### src/hdl/psev_pkg.sv
// ---------------------------------------------------------------------------
// psev_pkg: shared types and constants for the postfix stack evaluator
// Character codes, status codes and the command word that is passed from
// the front end through the queue to the execution back end.
// ---------------------------------------------------------------------------
package psev_pkg;

   localparam int STACK_DEPTH_DEF = 16;
   localparam int QUEUE_DEPTH_DEF = 4;

   localparam int WORD_W     = 32;
   localparam int CHAR_W     = 8;
   localparam int DEPTH_W    = 5;
   localparam int STATUS_W   = 2;
   localparam int DIGIT_W    = 4;
   localparam int REQ_DATA_W = 8;
   localparam int RSP_DATA_W = 40;   // 32 + 5 bits of fields, padded to 5 bytes

   localparam logic [CHAR_W-1:0] CH_PLUS  = 8'h2B;
   localparam logic [CHAR_W-1:0] CH_MINUS = 8'h2D;
   localparam logic [CHAR_W-1:0] CH_STAR  = 8'h2A;
   localparam logic [CHAR_W-1:0] CH_SLASH = 8'h2F;
   localparam logic [CHAR_W-1:0] CH_ZERO  = 8'h30;
   localparam logic [CHAR_W-1:0] CH_NINE  = 8'h39;

   typedef enum logic [STATUS_W-1:0] {
      ST_OK    = 2'd0,
      ST_UNDER = 2'd1,
      ST_OVER  = 2'd2,
      ST_DIVZ  = 2'd3
   } status_type;

   typedef enum logic [1:0] {
      KIND_NONE  = 2'd0,
      KIND_DIGIT = 2'd1,
      KIND_OP    = 2'd2
   } kind_type;

   typedef enum logic [1:0] {
      OP_ADD = 2'd0,
      OP_SUB = 2'd1,
      OP_MUL = 2'd2,
      OP_DIV = 2'd3
   } op_type;

   typedef struct packed {
      logic                clear;
      kind_type            kind;
      op_type              op;
      logic [DIGIT_W-1:0]  digit;
   } cmd_type;

endpackage

### src/hdl/psev_ram.sv
// ---------------------------------------------------------------------------
// psev_ram: generic single-write, single-read RAM
// One write port, one read port with registered read data. No reset.
// ---------------------------------------------------------------------------
module psev_ram #(
   parameter int WIDTH = 32,
   parameter int DEPTH = 16
) (
   input  logic                                    clock,
   input  logic                                    we,
   input  logic [((DEPTH > 1) ? $clog2(DEPTH) : 1)-1:0] waddr,
   input  logic [WIDTH-1:0]                        wdata,
   input  logic [((DEPTH > 1) ? $clog2(DEPTH) : 1)-1:0] raddr,
   output logic [WIDTH-1:0]                        rdata
);

   logic [WIDTH-1:0] mem_ff [DEPTH];
   logic [WIDTH-1:0] rdata_ff;

   always_ff @(posedge clock) begin
      if (we) begin
         mem_ff[waddr] <= wdata;
      end
      rdata_ff <= mem_ff[raddr];
   end

   assign rdata = rdata_ff;

endmodule

### src/hdl/psev_fifo.sv
// ---------------------------------------------------------------------------
// psev_fifo: short command queue between front end and back end
// Circular buffer of command words; read data comes straight from the head.
// ---------------------------------------------------------------------------
module psev_fifo #(
   parameter int DEPTH = 4
) (
   input  logic              clock,
   input  logic              reset,
   input  logic              wr_valid,
   output logic              wr_ready,
   input  psev_pkg::cmd_type wr_data,
   output logic              rd_valid,
   input  logic              rd_ready,
   output psev_pkg::cmd_type rd_data
);
   import psev_pkg::*;

   localparam int PW = (DEPTH > 1) ? $clog2(DEPTH) : 1;
   localparam int NW = $clog2(DEPTH + 1);
   localparam logic [PW-1:0] LAST  = PW'(DEPTH - 1);
   localparam logic [NW-1:0] FULLN = NW'(DEPTH);

   cmd_type         mem_ff [DEPTH];
   logic [PW-1:0]   wr_ptr_ff, wr_ptr_in;
   logic [PW-1:0]   rd_ptr_ff, rd_ptr_in;
   logic [NW-1:0]   count_ff, count_in;
   logic            push, pop;

   assign wr_ready = (count_ff != FULLN);
   assign rd_valid = (count_ff != '0);
   assign rd_data  = mem_ff[rd_ptr_ff];
   assign push     = wr_valid && wr_ready;
   assign pop      = rd_valid && rd_ready;

   always_comb begin
      wr_ptr_in = wr_ptr_ff;
      rd_ptr_in = rd_ptr_ff;
      count_in  = count_ff;
      if (push) begin
         wr_ptr_in = (wr_ptr_ff == LAST) ? '0 : wr_ptr_ff + PW'(1);
      end
      if (pop) begin
         rd_ptr_in = (rd_ptr_ff == LAST) ? '0 : rd_ptr_ff + PW'(1);
      end
      if (push && !pop) begin
         count_in = count_ff + NW'(1);
      end else if (pop && !push) begin
         count_in = count_ff - NW'(1);
      end
   end

   always_ff @(posedge clock) begin
      if (reset) begin
         wr_ptr_ff <= '0;
         rd_ptr_ff <= '0;
         count_ff  <= '0;
      end else begin
         wr_ptr_ff <= wr_ptr_in;
         rd_ptr_ff <= rd_ptr_in;
         count_ff  <= count_in;
      end
   end

   always_ff @(posedge clock) begin
      if (push) begin
         mem_ff[wr_ptr_ff] <= wr_data;
      end
   end

endmodule

### src/hdl/psev_front.sv
// ---------------------------------------------------------------------------
// psev_front: input stage and character decoder
// Registers each accepted item as a decoded command: digit, operator or
// no-op, with the clear flag carried along.
// ---------------------------------------------------------------------------
module psev_front (
   input  logic                              clock,
   input  logic                              reset,
   input  logic                              req_tvalid,
   output logic                              req_tready,
   input  logic [psev_pkg::REQ_DATA_W-1:0]   req_tdata,
   input  logic                              req_tuser,
   output logic                              cmd_valid,
   input  logic                              cmd_ready,
   output psev_pkg::cmd_type                 cmd
);
   import psev_pkg::*;

   logic              valid_ff, valid_in;
   cmd_type           cmd_ff;
   cmd_type           decoded;
   logic [CHAR_W-1:0] ch;
   logic [CHAR_W-1:0] ch_off;
   logic              accept;

   assign ch     = req_tdata[CHAR_W-1:0];
   assign ch_off = ch - CH_ZERO;

   always_comb begin
      decoded.clear = req_tuser;
      decoded.kind  = KIND_NONE;
      decoded.op    = OP_ADD;
      decoded.digit = ch_off[DIGIT_W-1:0];
      priority if (ch >= CH_ZERO && ch <= CH_NINE) begin
         decoded.kind = KIND_DIGIT;
      end else if (ch == CH_PLUS) begin
         decoded.kind = KIND_OP;
         decoded.op   = OP_ADD;
      end else if (ch == CH_MINUS) begin
         decoded.kind = KIND_OP;
         decoded.op   = OP_SUB;
      end else if (ch == CH_STAR) begin
         decoded.kind = KIND_OP;
         decoded.op   = OP_MUL;
      end else if (ch == CH_SLASH) begin
         decoded.kind = KIND_OP;
         decoded.op   = OP_DIV;
      end else begin
         decoded.kind = KIND_NONE;
      end
   end

   assign req_tready = !valid_ff || cmd_ready;
   assign accept     = req_tvalid && req_tready;
   assign cmd_valid  = valid_ff;
   assign cmd        = cmd_ff;

   always_comb begin
      valid_in = valid_ff;
      if (accept) begin
         valid_in = 1'b1;
      end else if (cmd_ready) begin
         valid_in = 1'b0;
      end
   end

   always_ff @(posedge clock) begin
      if (reset) begin
         valid_ff <= 1'b0;
      end else begin
         valid_ff <= valid_in;
      end
   end

   always_ff @(posedge clock) begin
      if (accept) begin
         cmd_ff <= decoded;
      end
   end

endmodule

### src/hdl/psev_div.sv
// ---------------------------------------------------------------------------
// psev_div: signed 32-bit divider, truncating toward zero
// Restoring radix-2 on magnitudes, one quotient bit per cycle, sign fixed
// on the way out. done is registered and pulses in the cycle after the last step.
// ---------------------------------------------------------------------------
module psev_div (
   input  logic                          clock,
   input  logic                          reset,
   input  logic                          start,
   input  logic [psev_pkg::WORD_W-1:0]   dividend,
   input  logic [psev_pkg::WORD_W-1:0]   divisor,
   output logic                          done,
   output logic [psev_pkg::WORD_W-1:0]   quotient
);
   import psev_pkg::*;

   localparam int CNT_W = $clog2(WORD_W);

   logic               busy_ff, busy_in;
   logic               done_ff, done_in;
   logic [CNT_W-1:0]   cnt_ff, cnt_in;
   logic [WORD_W-1:0]  rem_ff, rem_in;
   logic [WORD_W-1:0]  quo_ff, quo_in;
   logic [WORD_W-1:0]  dvs_ff, dvs_in;
   logic               neg_ff, neg_in;
   logic [WORD_W:0]    trial;
   logic [WORD_W:0]    diff;
   logic               ge;

   assign trial = {rem_ff, quo_ff[WORD_W-1]};
   assign diff  = trial - {1'b0, dvs_ff};
   assign ge    = !diff[WORD_W];

   always_comb begin
      busy_in = busy_ff;
      done_in = 1'b0;
      cnt_in  = cnt_ff;
      rem_in  = rem_ff;
      quo_in  = quo_ff;
      dvs_in  = dvs_ff;
      neg_in  = neg_ff;
      if (start) begin
         busy_in = 1'b1;
         cnt_in  = CNT_W'(WORD_W - 1);
         rem_in  = '0;
         quo_in  = dividend[WORD_W-1] ? (WORD_W'(0) - dividend) : dividend;
         dvs_in  = divisor[WORD_W-1] ? (WORD_W'(0) - divisor) : divisor;
         neg_in  = dividend[WORD_W-1] ^ divisor[WORD_W-1];
      end else if (busy_ff) begin
         rem_in = ge ? diff[WORD_W-1:0] : trial[WORD_W-1:0];
         quo_in = {quo_ff[WORD_W-2:0], ge};
         if (cnt_ff == '0) begin
            busy_in = 1'b0;
            done_in = 1'b1;
         end else begin
            cnt_in = cnt_ff - CNT_W'(1);
         end
      end
   end

   always_ff @(posedge clock) begin
      if (reset) begin
         busy_ff <= 1'b0;
         done_ff <= 1'b0;
      end else begin
         busy_ff <= busy_in;
         done_ff <= done_in;
      end
   end

   always_ff @(posedge clock) begin
      cnt_ff <= cnt_in;
      rem_ff <= rem_in;
      quo_ff <= quo_in;
      dvs_ff <= dvs_in;
      neg_ff <= neg_in;
   end

   assign done     = done_ff;
   assign quotient = neg_ff ? (WORD_W'(0) - quo_ff) : quo_ff;

endmodule

### src/hdl/psev_back.sv
// ---------------------------------------------------------------------------
// psev_back: stack sequencer and arithmetic
// Keeps the stack in RAM with the top entry cached in a register, runs one
// command at a time and holds the result in an output register.
// ---------------------------------------------------------------------------
module psev_back #(
   parameter int STACK_DEPTH = psev_pkg::STACK_DEPTH_DEF
) (
   input  logic                              clock,
   input  logic                              reset,
   input  logic                              cmd_valid,
   output logic                              cmd_ready,
   input  psev_pkg::cmd_type                 cmd,
   output logic                              rsp_tvalid,
   input  logic                              rsp_tready,
   output logic [psev_pkg::RSP_DATA_W-1:0]   rsp_tdata,
   output logic [psev_pkg::STATUS_W-1:0]     rsp_tuser
);
   import psev_pkg::*;

   localparam int AW = (STACK_DEPTH > 1) ? $clog2(STACK_DEPTH) : 1;
   localparam int CW = $clog2(STACK_DEPTH + 1);
   localparam logic [CW-1:0] FULL = CW'(STACK_DEPTH);
   localparam int PAD_W = RSP_DATA_W - WORD_W - DEPTH_W;

   typedef enum logic [3:0] {
      S_IDLE = 4'b0001,
      S_LOAD = 4'b0010,
      S_EXEC = 4'b0100,
      S_DIVW = 4'b1000
   } state_type;

   state_type          state_ff, state_in;
   logic [CW-1:0]      depth_ff, depth_in;
   logic [WORD_W-1:0]  top_ff, top_in;
   logic [WORD_W-1:0]  x_ff, x_in;
   logic [WORD_W-1:0]  y_ff, y_in;
   op_type             op_ff, op_in;
   logic               under_ff, under_in;
   logic [AW-1:0]      widx_ff, widx_in;
   logic [CW-1:0]      ndepth_ff, ndepth_in;
   logic               out_valid_ff, out_valid_in;
   logic [WORD_W-1:0]  out_top_ff, out_top_in;
   logic [CW-1:0]      out_depth_ff, out_depth_in;
   status_type         out_status_ff, out_status_in;

   logic               slot_free;
   logic               take;
   logic [CW-1:0]      d;
   logic [WORD_W-1:0]  mul_lo;
   logic [WORD_W-1:0]  digit_word;

   logic               commit;
   logic [WORD_W-1:0]  commit_val;
   status_type         commit_status;

   logic               ram_we;
   logic [AW-1:0]      ram_waddr;
   logic [WORD_W-1:0]  ram_wdata;
   logic [AW-1:0]      ram_raddr;
   logic [WORD_W-1:0]  ram_rdata;

   logic               div_start;
   logic               div_done;
   logic [WORD_W-1:0]  div_q;

   logic [CW+DEPTH_W-1:0] depth_wide;

   psev_ram #(
      .WIDTH (WORD_W),
      .DEPTH (STACK_DEPTH)
   ) u_stack_ram (
      .clock (clock),
      .we    (ram_we),
      .waddr (ram_waddr),
      .wdata (ram_wdata),
      .raddr (ram_raddr),
      .rdata (ram_rdata)
   );

   psev_div u_div (
      .clock    (clock),
      .reset    (reset),
      .start    (div_start),
      .dividend (x_ff),
      .divisor  (y_ff),
      .done     (div_done),
      .quotient (div_q)
   );

   assign slot_free  = !out_valid_ff || rsp_tready;
   assign cmd_ready  = (state_ff == S_IDLE) && slot_free;
   assign take       = cmd_valid && cmd_ready;
   assign d          = cmd.clear ? '0 : depth_ff;
   assign mul_lo     = x_ff * y_ff;
   assign digit_word = WORD_W'(cmd.digit);

   always_comb begin
      state_in      = state_ff;
      depth_in      = depth_ff;
      top_in        = top_ff;
      x_in          = x_ff;
      y_in          = y_ff;
      op_in         = op_ff;
      under_in      = under_ff;
      widx_in       = widx_ff;
      ndepth_in     = ndepth_ff;
      out_valid_in  = out_valid_ff && !rsp_tready;
      out_top_in    = out_top_ff;
      out_depth_in  = out_depth_ff;
      out_status_in = out_status_ff;
      ram_we        = 1'b0;
      ram_waddr     = AW'(d);
      ram_wdata     = digit_word;
      ram_raddr     = AW'(d - CW'(2));
      div_start     = 1'b0;
      commit        = 1'b0;
      commit_val    = '0;
      commit_status = ST_OK;

      unique case (state_ff)
         S_IDLE: begin
            if (take) begin
               unique case (cmd.kind)
                  KIND_DIGIT: begin
                     out_valid_in = 1'b1;
                     if (d == FULL) begin
                        // full stack: digit dropped, top unchanged
                        depth_in      = d;
                        out_top_in    = top_ff;
                        out_depth_in  = d;
                        out_status_in = ST_OVER;
                     end else begin
                        ram_we        = 1'b1;
                        top_in        = digit_word;
                        depth_in      = d + CW'(1);
                        out_top_in    = digit_word;
                        out_depth_in  = d + CW'(1);
                        out_status_in = ST_OK;
                     end
                  end
                  KIND_OP: begin
                     op_in    = cmd.op;
                     depth_in = d;
                     y_in     = (d != '0) ? top_ff : '0;
                     x_in     = '0;
                     if (d >= CW'(2)) begin
                        widx_in   = AW'(d - CW'(2));
                        ndepth_in = d - CW'(1);
                        under_in  = 1'b0;
                        state_in  = S_LOAD;
                     end else begin
                        // short stack: missing operands read as zero
                        widx_in   = '0;
                        ndepth_in = CW'(1);
                        under_in  = 1'b1;
                        state_in  = S_EXEC;
                     end
                  end
                  default: begin
                     depth_in      = d;
                     out_valid_in  = 1'b1;
                     out_top_in    = (d != '0) ? top_ff : '0;
                     out_depth_in  = d;
                     out_status_in = ST_OK;
                  end
               endcase
            end
         end
         S_LOAD: begin
            x_in     = ram_rdata;
            state_in = S_EXEC;
         end
         S_EXEC: begin
            unique case (op_ff)
               OP_ADD: begin
                  commit        = 1'b1;
                  commit_val    = x_ff + y_ff;
                  commit_status = under_ff ? ST_UNDER : ST_OK;
               end
               OP_SUB: begin
                  commit        = 1'b1;
                  commit_val    = x_ff - y_ff;
                  commit_status = under_ff ? ST_UNDER : ST_OK;
               end
               OP_MUL: begin
                  commit        = 1'b1;
                  commit_val    = mul_lo;
                  commit_status = under_ff ? ST_UNDER : ST_OK;
               end
               OP_DIV: begin
                  if (y_ff == '0) begin
                     // zero divisor pushes 0; underflow takes precedence
                     commit        = 1'b1;
                     commit_val    = '0;
                     commit_status = under_ff ? ST_UNDER : ST_DIVZ;
                  end else begin
                     div_start = 1'b1;
                     state_in  = S_DIVW;
                  end
               end
               default: begin
                  state_in = S_IDLE;
               end
            endcase
         end
         S_DIVW: begin
            if (div_done) begin
               commit        = 1'b1;
               commit_val    = div_q;
               commit_status = under_ff ? ST_UNDER : ST_OK;
            end
         end
         default: begin
            state_in = S_IDLE;
         end
      endcase

      if (commit) begin
         ram_we        = 1'b1;
         ram_waddr     = widx_ff;
         ram_wdata     = commit_val;
         top_in        = commit_val;
         depth_in      = ndepth_ff;
         out_valid_in  = 1'b1;
         out_top_in    = commit_val;
         out_depth_in  = ndepth_ff;
         out_status_in = commit_status;
         state_in      = S_IDLE;
      end
   end

   always_ff @(posedge clock) begin
      if (reset) begin
         state_ff     <= S_IDLE;
         depth_ff     <= '0;
         out_valid_ff <= 1'b0;
      end else begin
         state_ff     <= state_in;
         depth_ff     <= depth_in;
         out_valid_ff <= out_valid_in;
      end
   end

   always_ff @(posedge clock) begin
      top_ff        <= top_in;
      x_ff          <= x_in;
      y_ff          <= y_in;
      op_ff         <= op_in;
      under_ff      <= under_in;
      widx_ff       <= widx_in;
      ndepth_ff     <= ndepth_in;
      out_top_ff    <= out_top_in;
      out_depth_ff  <= out_depth_in;
      out_status_ff <= out_status_in;
   end

   assign depth_wide = {{DEPTH_W{1'b0}}, out_depth_ff};
   assign rsp_tvalid = out_valid_ff;
   assign rsp_tdata  = {{PAD_W{1'b0}}, depth_wide[DEPTH_W-1:0], out_top_ff};
   assign rsp_tuser  = out_status_ff;

endmodule

### src/hdl/postfix_stack_evaluator_unit.sv
// ---------------------------------------------------------------------------
// postfix_stack_evaluator_unit: reverse-Polish evaluator on a word stack
// Throughput: one digit or no-op per cycle while results are accepted and
// the back-end sequencer is free; an operator holds that sequencer until its
// result is committed, and / also waits there on the 32-step divider.
// Synchronous active-high reset empties the stack and the queue and drops
// any pending result; stack RAM contents are not cleared.
// ---------------------------------------------------------------------------
module postfix_stack_evaluator_unit #(
   parameter int STACK_DEPTH = psev_pkg::STACK_DEPTH_DEF,
   parameter int QUEUE_DEPTH = psev_pkg::QUEUE_DEPTH_DEF
) (
   input  logic                              clock,
   input  logic                              reset,
   // item input
   input  logic                              req_tvalid,
   output logic                              req_tready,
   input  logic [psev_pkg::REQ_DATA_W-1:0]   req_tdata,  // [7:0] ch
   input  logic                              req_tuser,  // [0] clear_first
   // result output
   output logic                              rsp_tvalid,
   input  logic                              rsp_tready,
   // [39:37] zero padding
   output logic [psev_pkg::RSP_DATA_W-1:0]   rsp_tdata,  // [31:0] top_value, [36:32] stack_depth
   output logic [psev_pkg::STATUS_W-1:0]     rsp_tuser   // [1:0] status
);
   import psev_pkg::*;

   localparam logic [DEPTH_W-1:0] FULL_LO = DEPTH_W'(STACK_DEPTH);

   // front end -> queue
   logic    fr_valid;
   logic    fr_ready;
   cmd_type fr_cmd;

   // queue -> back end
   logic    q_valid;
   logic    q_ready;
   cmd_type q_cmd;

   // Front: registers each character and decodes it into a command.
   psev_front u_front (
      .clock      (clock),
      .reset      (reset),
      .req_tvalid (req_tvalid),
      .req_tready (req_tready),
      .req_tdata  (req_tdata),
      .req_tuser  (req_tuser),
      .cmd_valid  (fr_valid),
      .cmd_ready  (fr_ready),
      .cmd        (fr_cmd)
   );

   // Queue: lets the front keep taking characters while a divide runs.
   psev_fifo #(
      .DEPTH (QUEUE_DEPTH)
   ) u_queue (
      .clock    (clock),
      .reset    (reset),
      .wr_valid (fr_valid),
      .wr_ready (fr_ready),
      .wr_data  (fr_cmd),
      .rd_valid (q_valid),
      .rd_ready (q_ready),
      .rd_data  (q_cmd)
   );

   // Back: stack RAM, top-of-stack cache, ALU, divider, result register.
   psev_back #(
      .STACK_DEPTH (STACK_DEPTH)
   ) u_back (
      .clock      (clock),
      .reset      (reset),
      .cmd_valid  (q_valid),
      .cmd_ready  (q_ready),
      .cmd        (q_cmd),
      .rsp_tvalid (rsp_tvalid),
      .rsp_tready (rsp_tready),
      .rsp_tdata  (rsp_tdata),
      .rsp_tuser  (rsp_tuser)
   );

   // No result survives reset.
   a_reset_clears_rsp: assert property (@(posedge clock)
      reset |=> !rsp_tvalid)
      else $error("result valid right after reset");

   // A dropped push only happens on a full stack.
   a_over_means_full: assert property (@(posedge clock) disable iff (reset)
      (rsp_tvalid && rsp_tuser == ST_OVER) |-> (rsp_tdata[36:32] == FULL_LO))
      else $error("overflow status with stack not full");

   // An empty stack reports a zero top value.
   a_empty_top_zero: assert property (@(posedge clock) disable iff (reset)
      (rsp_tvalid && STACK_DEPTH < 32 && rsp_tdata[36:32] == '0)
         |-> (rsp_tdata[31:0] == '0))
      else $error("nonzero top value on empty stack");

   // Underflow and divide-by-zero always leave one pushed entry.
   a_err_pushes: assert property (@(posedge clock) disable iff (reset)
      (rsp_tvalid && STACK_DEPTH < 32 && (rsp_tuser == ST_UNDER || rsp_tuser == ST_DIVZ))
         |-> (rsp_tdata[36:32] != '0))
      else $error("operator result missing from stack");

endmodule

### config.mk
export PLATFORM = sky130hd
export DESIGN_NAME = postfix_stack_evaluator_unit
export DESIGN_NICKNAME = d
export VERILOG_FILES = /design/src/hdl/psev_pkg.sv /design/src/hdl/psev_ram.sv /design/src/hdl/psev_fifo.sv /design/src/hdl/psev_front.sv /design/src/hdl/psev_div.sv /design/src/hdl/psev_back.sv /design/src/hdl/postfix_stack_evaluator_unit.sv
export SDC_FILE = /design/constraint.sdc
export NUM_CORES = 2
export LEC_CHECK = 0
export BUFFER_PORTS_ARGS = -buffer_cell sky130_fd_sc_hd__buf_4
export CAP_MARGIN = 5
export CELL_PAD_IN_SITES_DETAIL_PLACEMENT = 1
export CELL_PAD_IN_SITES_GLOBAL_PLACEMENT = 1
export CORE_MARGIN = 5
export CORE_UTILIZATION = 53
export DETAILED_ROUTE_END_ITERATION = 8
export HOLD_SLACK_MARGIN = 0.1
export PLACE_DENSITY = 0.93
export SETUP_SLACK_MARGIN = 0.3
export SYNTH_ARGS = -nofsm -noshare
export SYNTH_HDL_FRONTEND = slang
export SYNTH_SLANG_ARGS = --single-unit
### constraint.sdc
create_clock -name clock -period 8.8 [get_ports clock]
set_input_delay 0.88 -clock clock [delete_from_list [all_inputs] [get_ports clock]]
set_output_delay 0.88 -clock clock [all_outputs]
set_load 0.01 [all_outputs]
Yosys cells after proc, flatten, opt, wreduce, memory -nomap -nowiden
Memories as Yosys holds them, arrays and structs flattened. A register that Yosys moved wholly into a read port is not among the register bits.
Cells that the tools add are included.

word-level totals
  register bits after elaboration = 278
  bits in writable memories = 548
  input port bits = 13
  output and inout port bits = 44
  memories = 2

cells by class
  add/subtract/negate cells = 15
  multipliers = 1
  magnitude comparators = 3
  equal/unequal tests = 22
  multiplexer cells = 89
  bitwise logic cells = 4
  reductions and logical operators = 40

memory list
  memory                     words  width  rd ports  clocked after Yosys merged registers in  write ports  RTL line         text
  u_back.u_stack_ram.mem_ff  16     32     1         1                                        1            psev_ram.sv:17   logic [WIDTH-1:0] mem_ff [DEPTH];
  u_queue.mem_ff             4      9      1         1                                        1            psev_fifo.sv:24  cmd_type mem_ff [DEPTH];

operator list
  kind                   count
  $mux 32                18
  $pmux 32 s2            3
  $pmux 32 s4            1
  $sub 1x32->32 const A  3
  $mux 5                 9
  $sub 33x32->33         1
  $add 32x32->32         1
  $eq 8x6->1 const B     4
  $logic_not 32->1       1
  $mul 32x32->32         1
  $mux 4                 8
  $sub 32x32->32         1
  $mux 31                1
  $mux 1                 26
  $mux 2                 13
  $pmux 4 s4             1
  $reduce_bool 2->1      7
  $pmux 2 s2             3
  $reduce_and 3->1       4
  $eq 2x2->1 const B     5
  $pmux 5 s2             1
  $sub 5x1->5 const B    2
  $mux 3                 3
  $reduce_or 3->1        3
  other kinds (31)       54

Logic depth before layout (Yosys ltp)
  depth after elaboration = 9
  gate-level depth with buffers = 29

Cells and area by module
Synthesis repeated with hierarchy kept, for this count alone.

second synthesis, totals
  cell total of the unflattened synthesis = 4,589
  area total of the unflattened synthesis = 55,234.2 um^2

by module, submodules not included
  module      times used  cells each  area each (um^2)  sequential area each (um^2)
  psev_back   1           2,746       25,567.0          4,614.4
  psev_ram    1           838         19,836.5          16,015.4
  psev_div    1           886         7,663.6           2,732.6
  psev_fifo   1           95          1,776.7           1,261.2
  psev_front  1           24          390.4             290.3

Worst setup path before layout
No wires, ideal clock.

  kind = flip-flop to flip-flop
  from = register u_back.y_ff[6]
  to = memory u_back.u_stack_ram.mem_ff[0][26] (data pin)
  library setup time = 308 ps
  data arrival time = 7,313 ps
  data required time = 8,492 ps
  setup slack = 1,178 ps
  stages on the path, launching flop included = 27
  buffers on the path = 2
  period minus slack after synthesis = 7,622 ps
  cell sequence = edfxtp_1 > clkbuf_1 > clkbuf_1 > and2_1 > fa_1 > fa_1 > fa_1 > inv_1 > fa_1 > inv_1 > fa_1 > inv_1 > fa_1 > inv_1 > fa_1 > fa_1 > ha_1 > a21o_1 > a21o_1 > a2111oi_0 > o21ai_0 > a31oi_1 > o21ai_0 > xnor2_1 > nor2_1 > a311oi_1 > inv_1

between the ends
  cells in the longest elaborated chain, start to end = 5
  elaborated cells on any way between the ends = 10

RTL lines
  item                                                                    RTL line          text
  from (decl)                                                             psev_back.sv:37   logic [WORD_W-1:0] y_ff, y_in;
  from (signal assigned)                                                  psev_back.sv:248  y_ff <= y_in;
  parallel branches: the longest is 4 deep, another holds $mul 32x32->32  --
  $mux 32 (*)                                                             psev_back.sv:219  if (commit) begin
  via u_back.ram_wdata[26]                                                psev_back.sv:59   logic [WORD_W-1:0] ram_wdata;
  to (decl)                                                               psev_ram.sv:17

Mark *: on every way through the listed nets, which the timed path passes.

Final worst setup path
  from = register u_back.x_ff[8]
  to = memory u_back.u_stack_ram.mem_ff[13][26] (data pin)

between the ends
  cells in the longest elaborated chain, start to end = 4
  elaborated cells on any way between the ends = 6

RTL lines
  item                                    RTL line          text
  from (decl)                             psev_back.sv:36   logic [WORD_W-1:0] x_ff, x_in;
  from (signal assigned)                  psev_back.sv:247  x_ff <= x_in;
  $mul 32x32->32 (tied with other cells)  psev_back.sv:95   assign mul_lo = x_ff * y_ff;
  $pmux 32 s4 (*)                         psev_back.sv:175  unique case (op_ff)
  $pmux 32 s2 (*)                         psev_back.sv:121  unique case (state_ff)
  $mux 32 (*)                             psev_back.sv:219
  via u_back.ram_wdata[26]                psev_back.sv:59

The timed path passes the listed nets; every way through them passes the cells marked *.

==> metrics.md <==
| Metric | Value |
|---|---|
| Cell breakdown of the critical path | `buf_4 > and2_1 > fa_1 > inv_1 > fa_1 > fa_1 > fa_1 > inv_1 > ha_1 > ha_1 > fa_1 > fa_1 > ha_1 > a211oi_1 > o21bai_1 > a2111oi_0 > o21ai_1 > a31oi_2 > o21ai_0 > xnor2_1 > nor2_1 > a311oi_1 > buf_4 > inv_1` |
| Clock Skews | `0.0450 ns` |
| Die area | `111000 µm²` |
| Status | `finished, final reports clean` |
| CTS sink count | `between 800 and 900` |
| Buffer depth of the longest clock path | `3` |
| IO Port Bufs | `53` |
| Syn-to-layout area delta | `10.1%` |
| F_max | `118 MHz` |
| Synthesis-stage register bit count | `860` |
| Crit-path most repeated cell | `fa_1` |
| Clk_lat worst skew | `0.71 ns` |
| Slew HR | `9.99%` |
| Gr ovfl total | `0` |
| DRC viols | `0` |
| Site Rows | `118` |
| Routed WL | `about 200000 µm` |
| Root buffer cell | `clkbuf_16` |
| Die Span Y | `333 µm` |
| RSZ-0062 raised after global routing | `false` |
| Synth Cell Area | `55300 µm²` |
| Crit path launch type | `flop` |
| Crit-path max FO | `22` |
| Final #Nets | `approximately 5700` |
| Arrival time worst endpoint | `8.84 ns` |
| Final Critical Period | `approximately 8.5 ns` |
| Kind of critical path | `reg2reg` |
| Total core area | `103000 µm²` |
| WL per Instance | `between 30 and 40 µm` |
| CTS buffer count | `89` |
| Critical path capture point type | `flop` |
| Largest net degree at the start of global routing | `95` |
| Post-DRT Antenna Nets | `0` |
| Final Hold Fails | `0` |
| H-tree depth | `3` |
| Max incr delay on CP | `between 0.5 and 0.6 ns` |
| GPL Wtd Cong | `roughly 1` |
| GRT Util Overall | `35.1%` |
| Initial antenna violation count | `12` |
| Synth cell count leaders | `nand2_1, edfxtp_1, inv_1` |
| Vias in the first global route | `46500` |
| Yosys warns | `0` |
| Crit path required time | `9.16 ns` |
| Die extent in x | `333 µm` |
| Final Max Tran Viols | `0` |
| Initial Util | `53.4%` |
| Post-synth EDFFs | `769` |
| Seq/Total Area, Yosys | `a little under half` |
| Synthesized area per cell | `11.0 µm²` |
| Share of the synthesized area in the top cell type | `41.8%` |
| Actual slew at the worst max-slew pin | `around 1.3 ns` |
| Largest area contributor in the netlist | `edfxtp_1` |
| Final setup viols | `0` |
| DRT iter0 DRCs | `5310` |
| First-pass detailed-route iteration total | `6` |
| Final Cycle Share | `96.4%` |
| Num ports | `57` |
| Post-DP HPWL | `134000 µm` |
| First-pass GRT wire length | `294000 µm` |
| CTS tree | `yes` |
| Vias | `42800` |
| Reg clk slew, reported paths | `0.07 ns` |
| Critical path's slowest cell | `edfxtp_1` |
| Netlist cell types | `just under 90` |
| FFs w/ async S/R, synth | `0%` |
| Largest cells by area after synthesis | `edfxtp_1, fa_1, nand2_1` |
| Maxcap violations | `0` |
| Hold WC Path Type | `in2reg` |
| Synthesized netlist cell count | `~5000` |
| Vias/cell | `6.55` |
| Count leader, synth | `nand2_1` |
| Main flop type after synthesis | `edfxtp_1` |
| Setup_tns | `0 ns` |
| Layout cell share with drive strength beyond 1 | `~9%` |
-- path summary, 6_finish.rpt --
path	endpoint	slack, ns	start	depth (start not counted)
setup reg to reg	u_back.u_stack_ram.mem_ff[13][26]$_DFFE_PP_	0.32	u_back.x_ff[8]$_SDFFCE_PN0P_	24
hold / removal	u_front.cmd[8]$_DFFE_PP_	0.38	req_tuser	1
hold reg to reg	u_queue.mem_ff[0][7]$_DFFE_PP_	0.50	u_front.cmd[7]$_SDFFCE_PP0P_	0
setup / recovery	u_back.u_stack_ram.mem_ff[13][26]$_DFFE_PP_	0.32	u_back.x_ff[8]$_SDFFCE_PN0P_	24
-- area by class of cell --
class | instances | area (µm²)
Fill cell | 10700 | 42600
Multi-Input combinational cell | 3418 | 27600
Sequential cell | 860 | 24900
Clock buffer | 113 | 2420
Timing Repair Buffer | 236 | 1850
Inverter | 465 | 1750
Tap cell | 1380 | 1730
Clock inverter | 52 | 548
Antenna cell | 7 | 17.5
-- worst max-delay path, delay by kind of cell (launching register included) --
kind	cells	cell delay, ns
fa+ha+maj	9	3.84
compound gates	7	2.06
buf+inv	5	1.03
flops	1	0.59
simple gates	2	0.32
xor+xnor	1	0.26
-- per-layer routing --
| metal | up-vias | track usage, % | wire, µm |
|---|---|---|---|
| met5 | - | 0 | 49 |
| met4 | 8 | 23.9 | 15800 |
| met3 | 936 | 8.00 | 19700 |
| met2 | 2887 | 57.8 | 96200 |
| met1 | 21700 | 41.2 | 68200 |
| li1 | 17300 | - | - |
-- metrics by stage --
step                std cells  cell area (µm²)  hold WS [ns]  util, %  worst slack [ns]
floorplan                5048            55300         0.414        -              1.18
global placement         6327            57600         0.430     55.6             0.559
detailed placement       6327            57600         0.465     55.6             0.349
CTS                      6494            60600         0.356     58.5             0.352
global route             6524            60900         0.374     58.8             0.179
finish                   6531            60900         0.384     58.8             0.320
-- state kept, by name, indices dropped and copies added (netlist names), 3 cells and up, named ones only --
register / flops
u_back.u_stack_ram.mem_ff: 512
u_queue.mem_ff: 36
u_back.out_top_ff: 32
u_back.top_ff: 32
u_back.u_div.dvs_ff: 32
u_back.u_div.quo_ff: 32
u_back.u_div.rem_ff: 32
u_back.u_stack_ram.rdata: 32
u_back.x_ff: 32
u_back.y_ff: 32
u_front.cmd: 9
u_back.depth_ff: 5
u_back.ndepth_ff: 5
u_back.out_depth_ff: 5
u_back.u_div.cnt_ff: 5
u_back.state_ff: 4
u_back.widx_ff: 4
u_queue.count_ff: 3
-- logic make-up (layout without fill, tap and decap cells) --
family	after synthesis	count (layout)	synth area share (%)
adders and majority gates	615	615	19.5
and+or+nand+nor	1664	1664	14.6
other	1	10	0.00678
muxes	86	86	1.76
AOI/OAI and AO/OA	797	797	9.76
buffers and inverters	770	866	5.34
xor gates and xnor gates	253	253	4.01
DFF	860	860	45.1
-- cell usage in the layout (no fill, tap or decap), types with 76 or more instances in the layout --
cell type / instances
nand2_1: 792
edfxtp_1: 769
inv_1: 461
fa_1: 411
and2_1: 380
buf_4: 229
ha_1: 203
o21ai_0: 143
xnor2_1: 139
a21oi_1: 130
nor2_1: 115
xor2_1: 111
nand3_1: 106
a311oi_1: 98
dfxtp_1: 90
clkbuf_16: 90
a21o_1: 81
nor2b_1: 77
mux2i_1: 76
-- what timing repair did --
action,in CTS,in global routing
gates cloned,0,0
gates resized for setup,1,3
buffers inserted,2,30
setup endpoints to repair,16,66
hold buffers,0,0
pin swaps,0,1
Power is left out: the tool's default activity adds up to more than one toggle a clock period on the data nets, which glitch-free logic cannot reach.
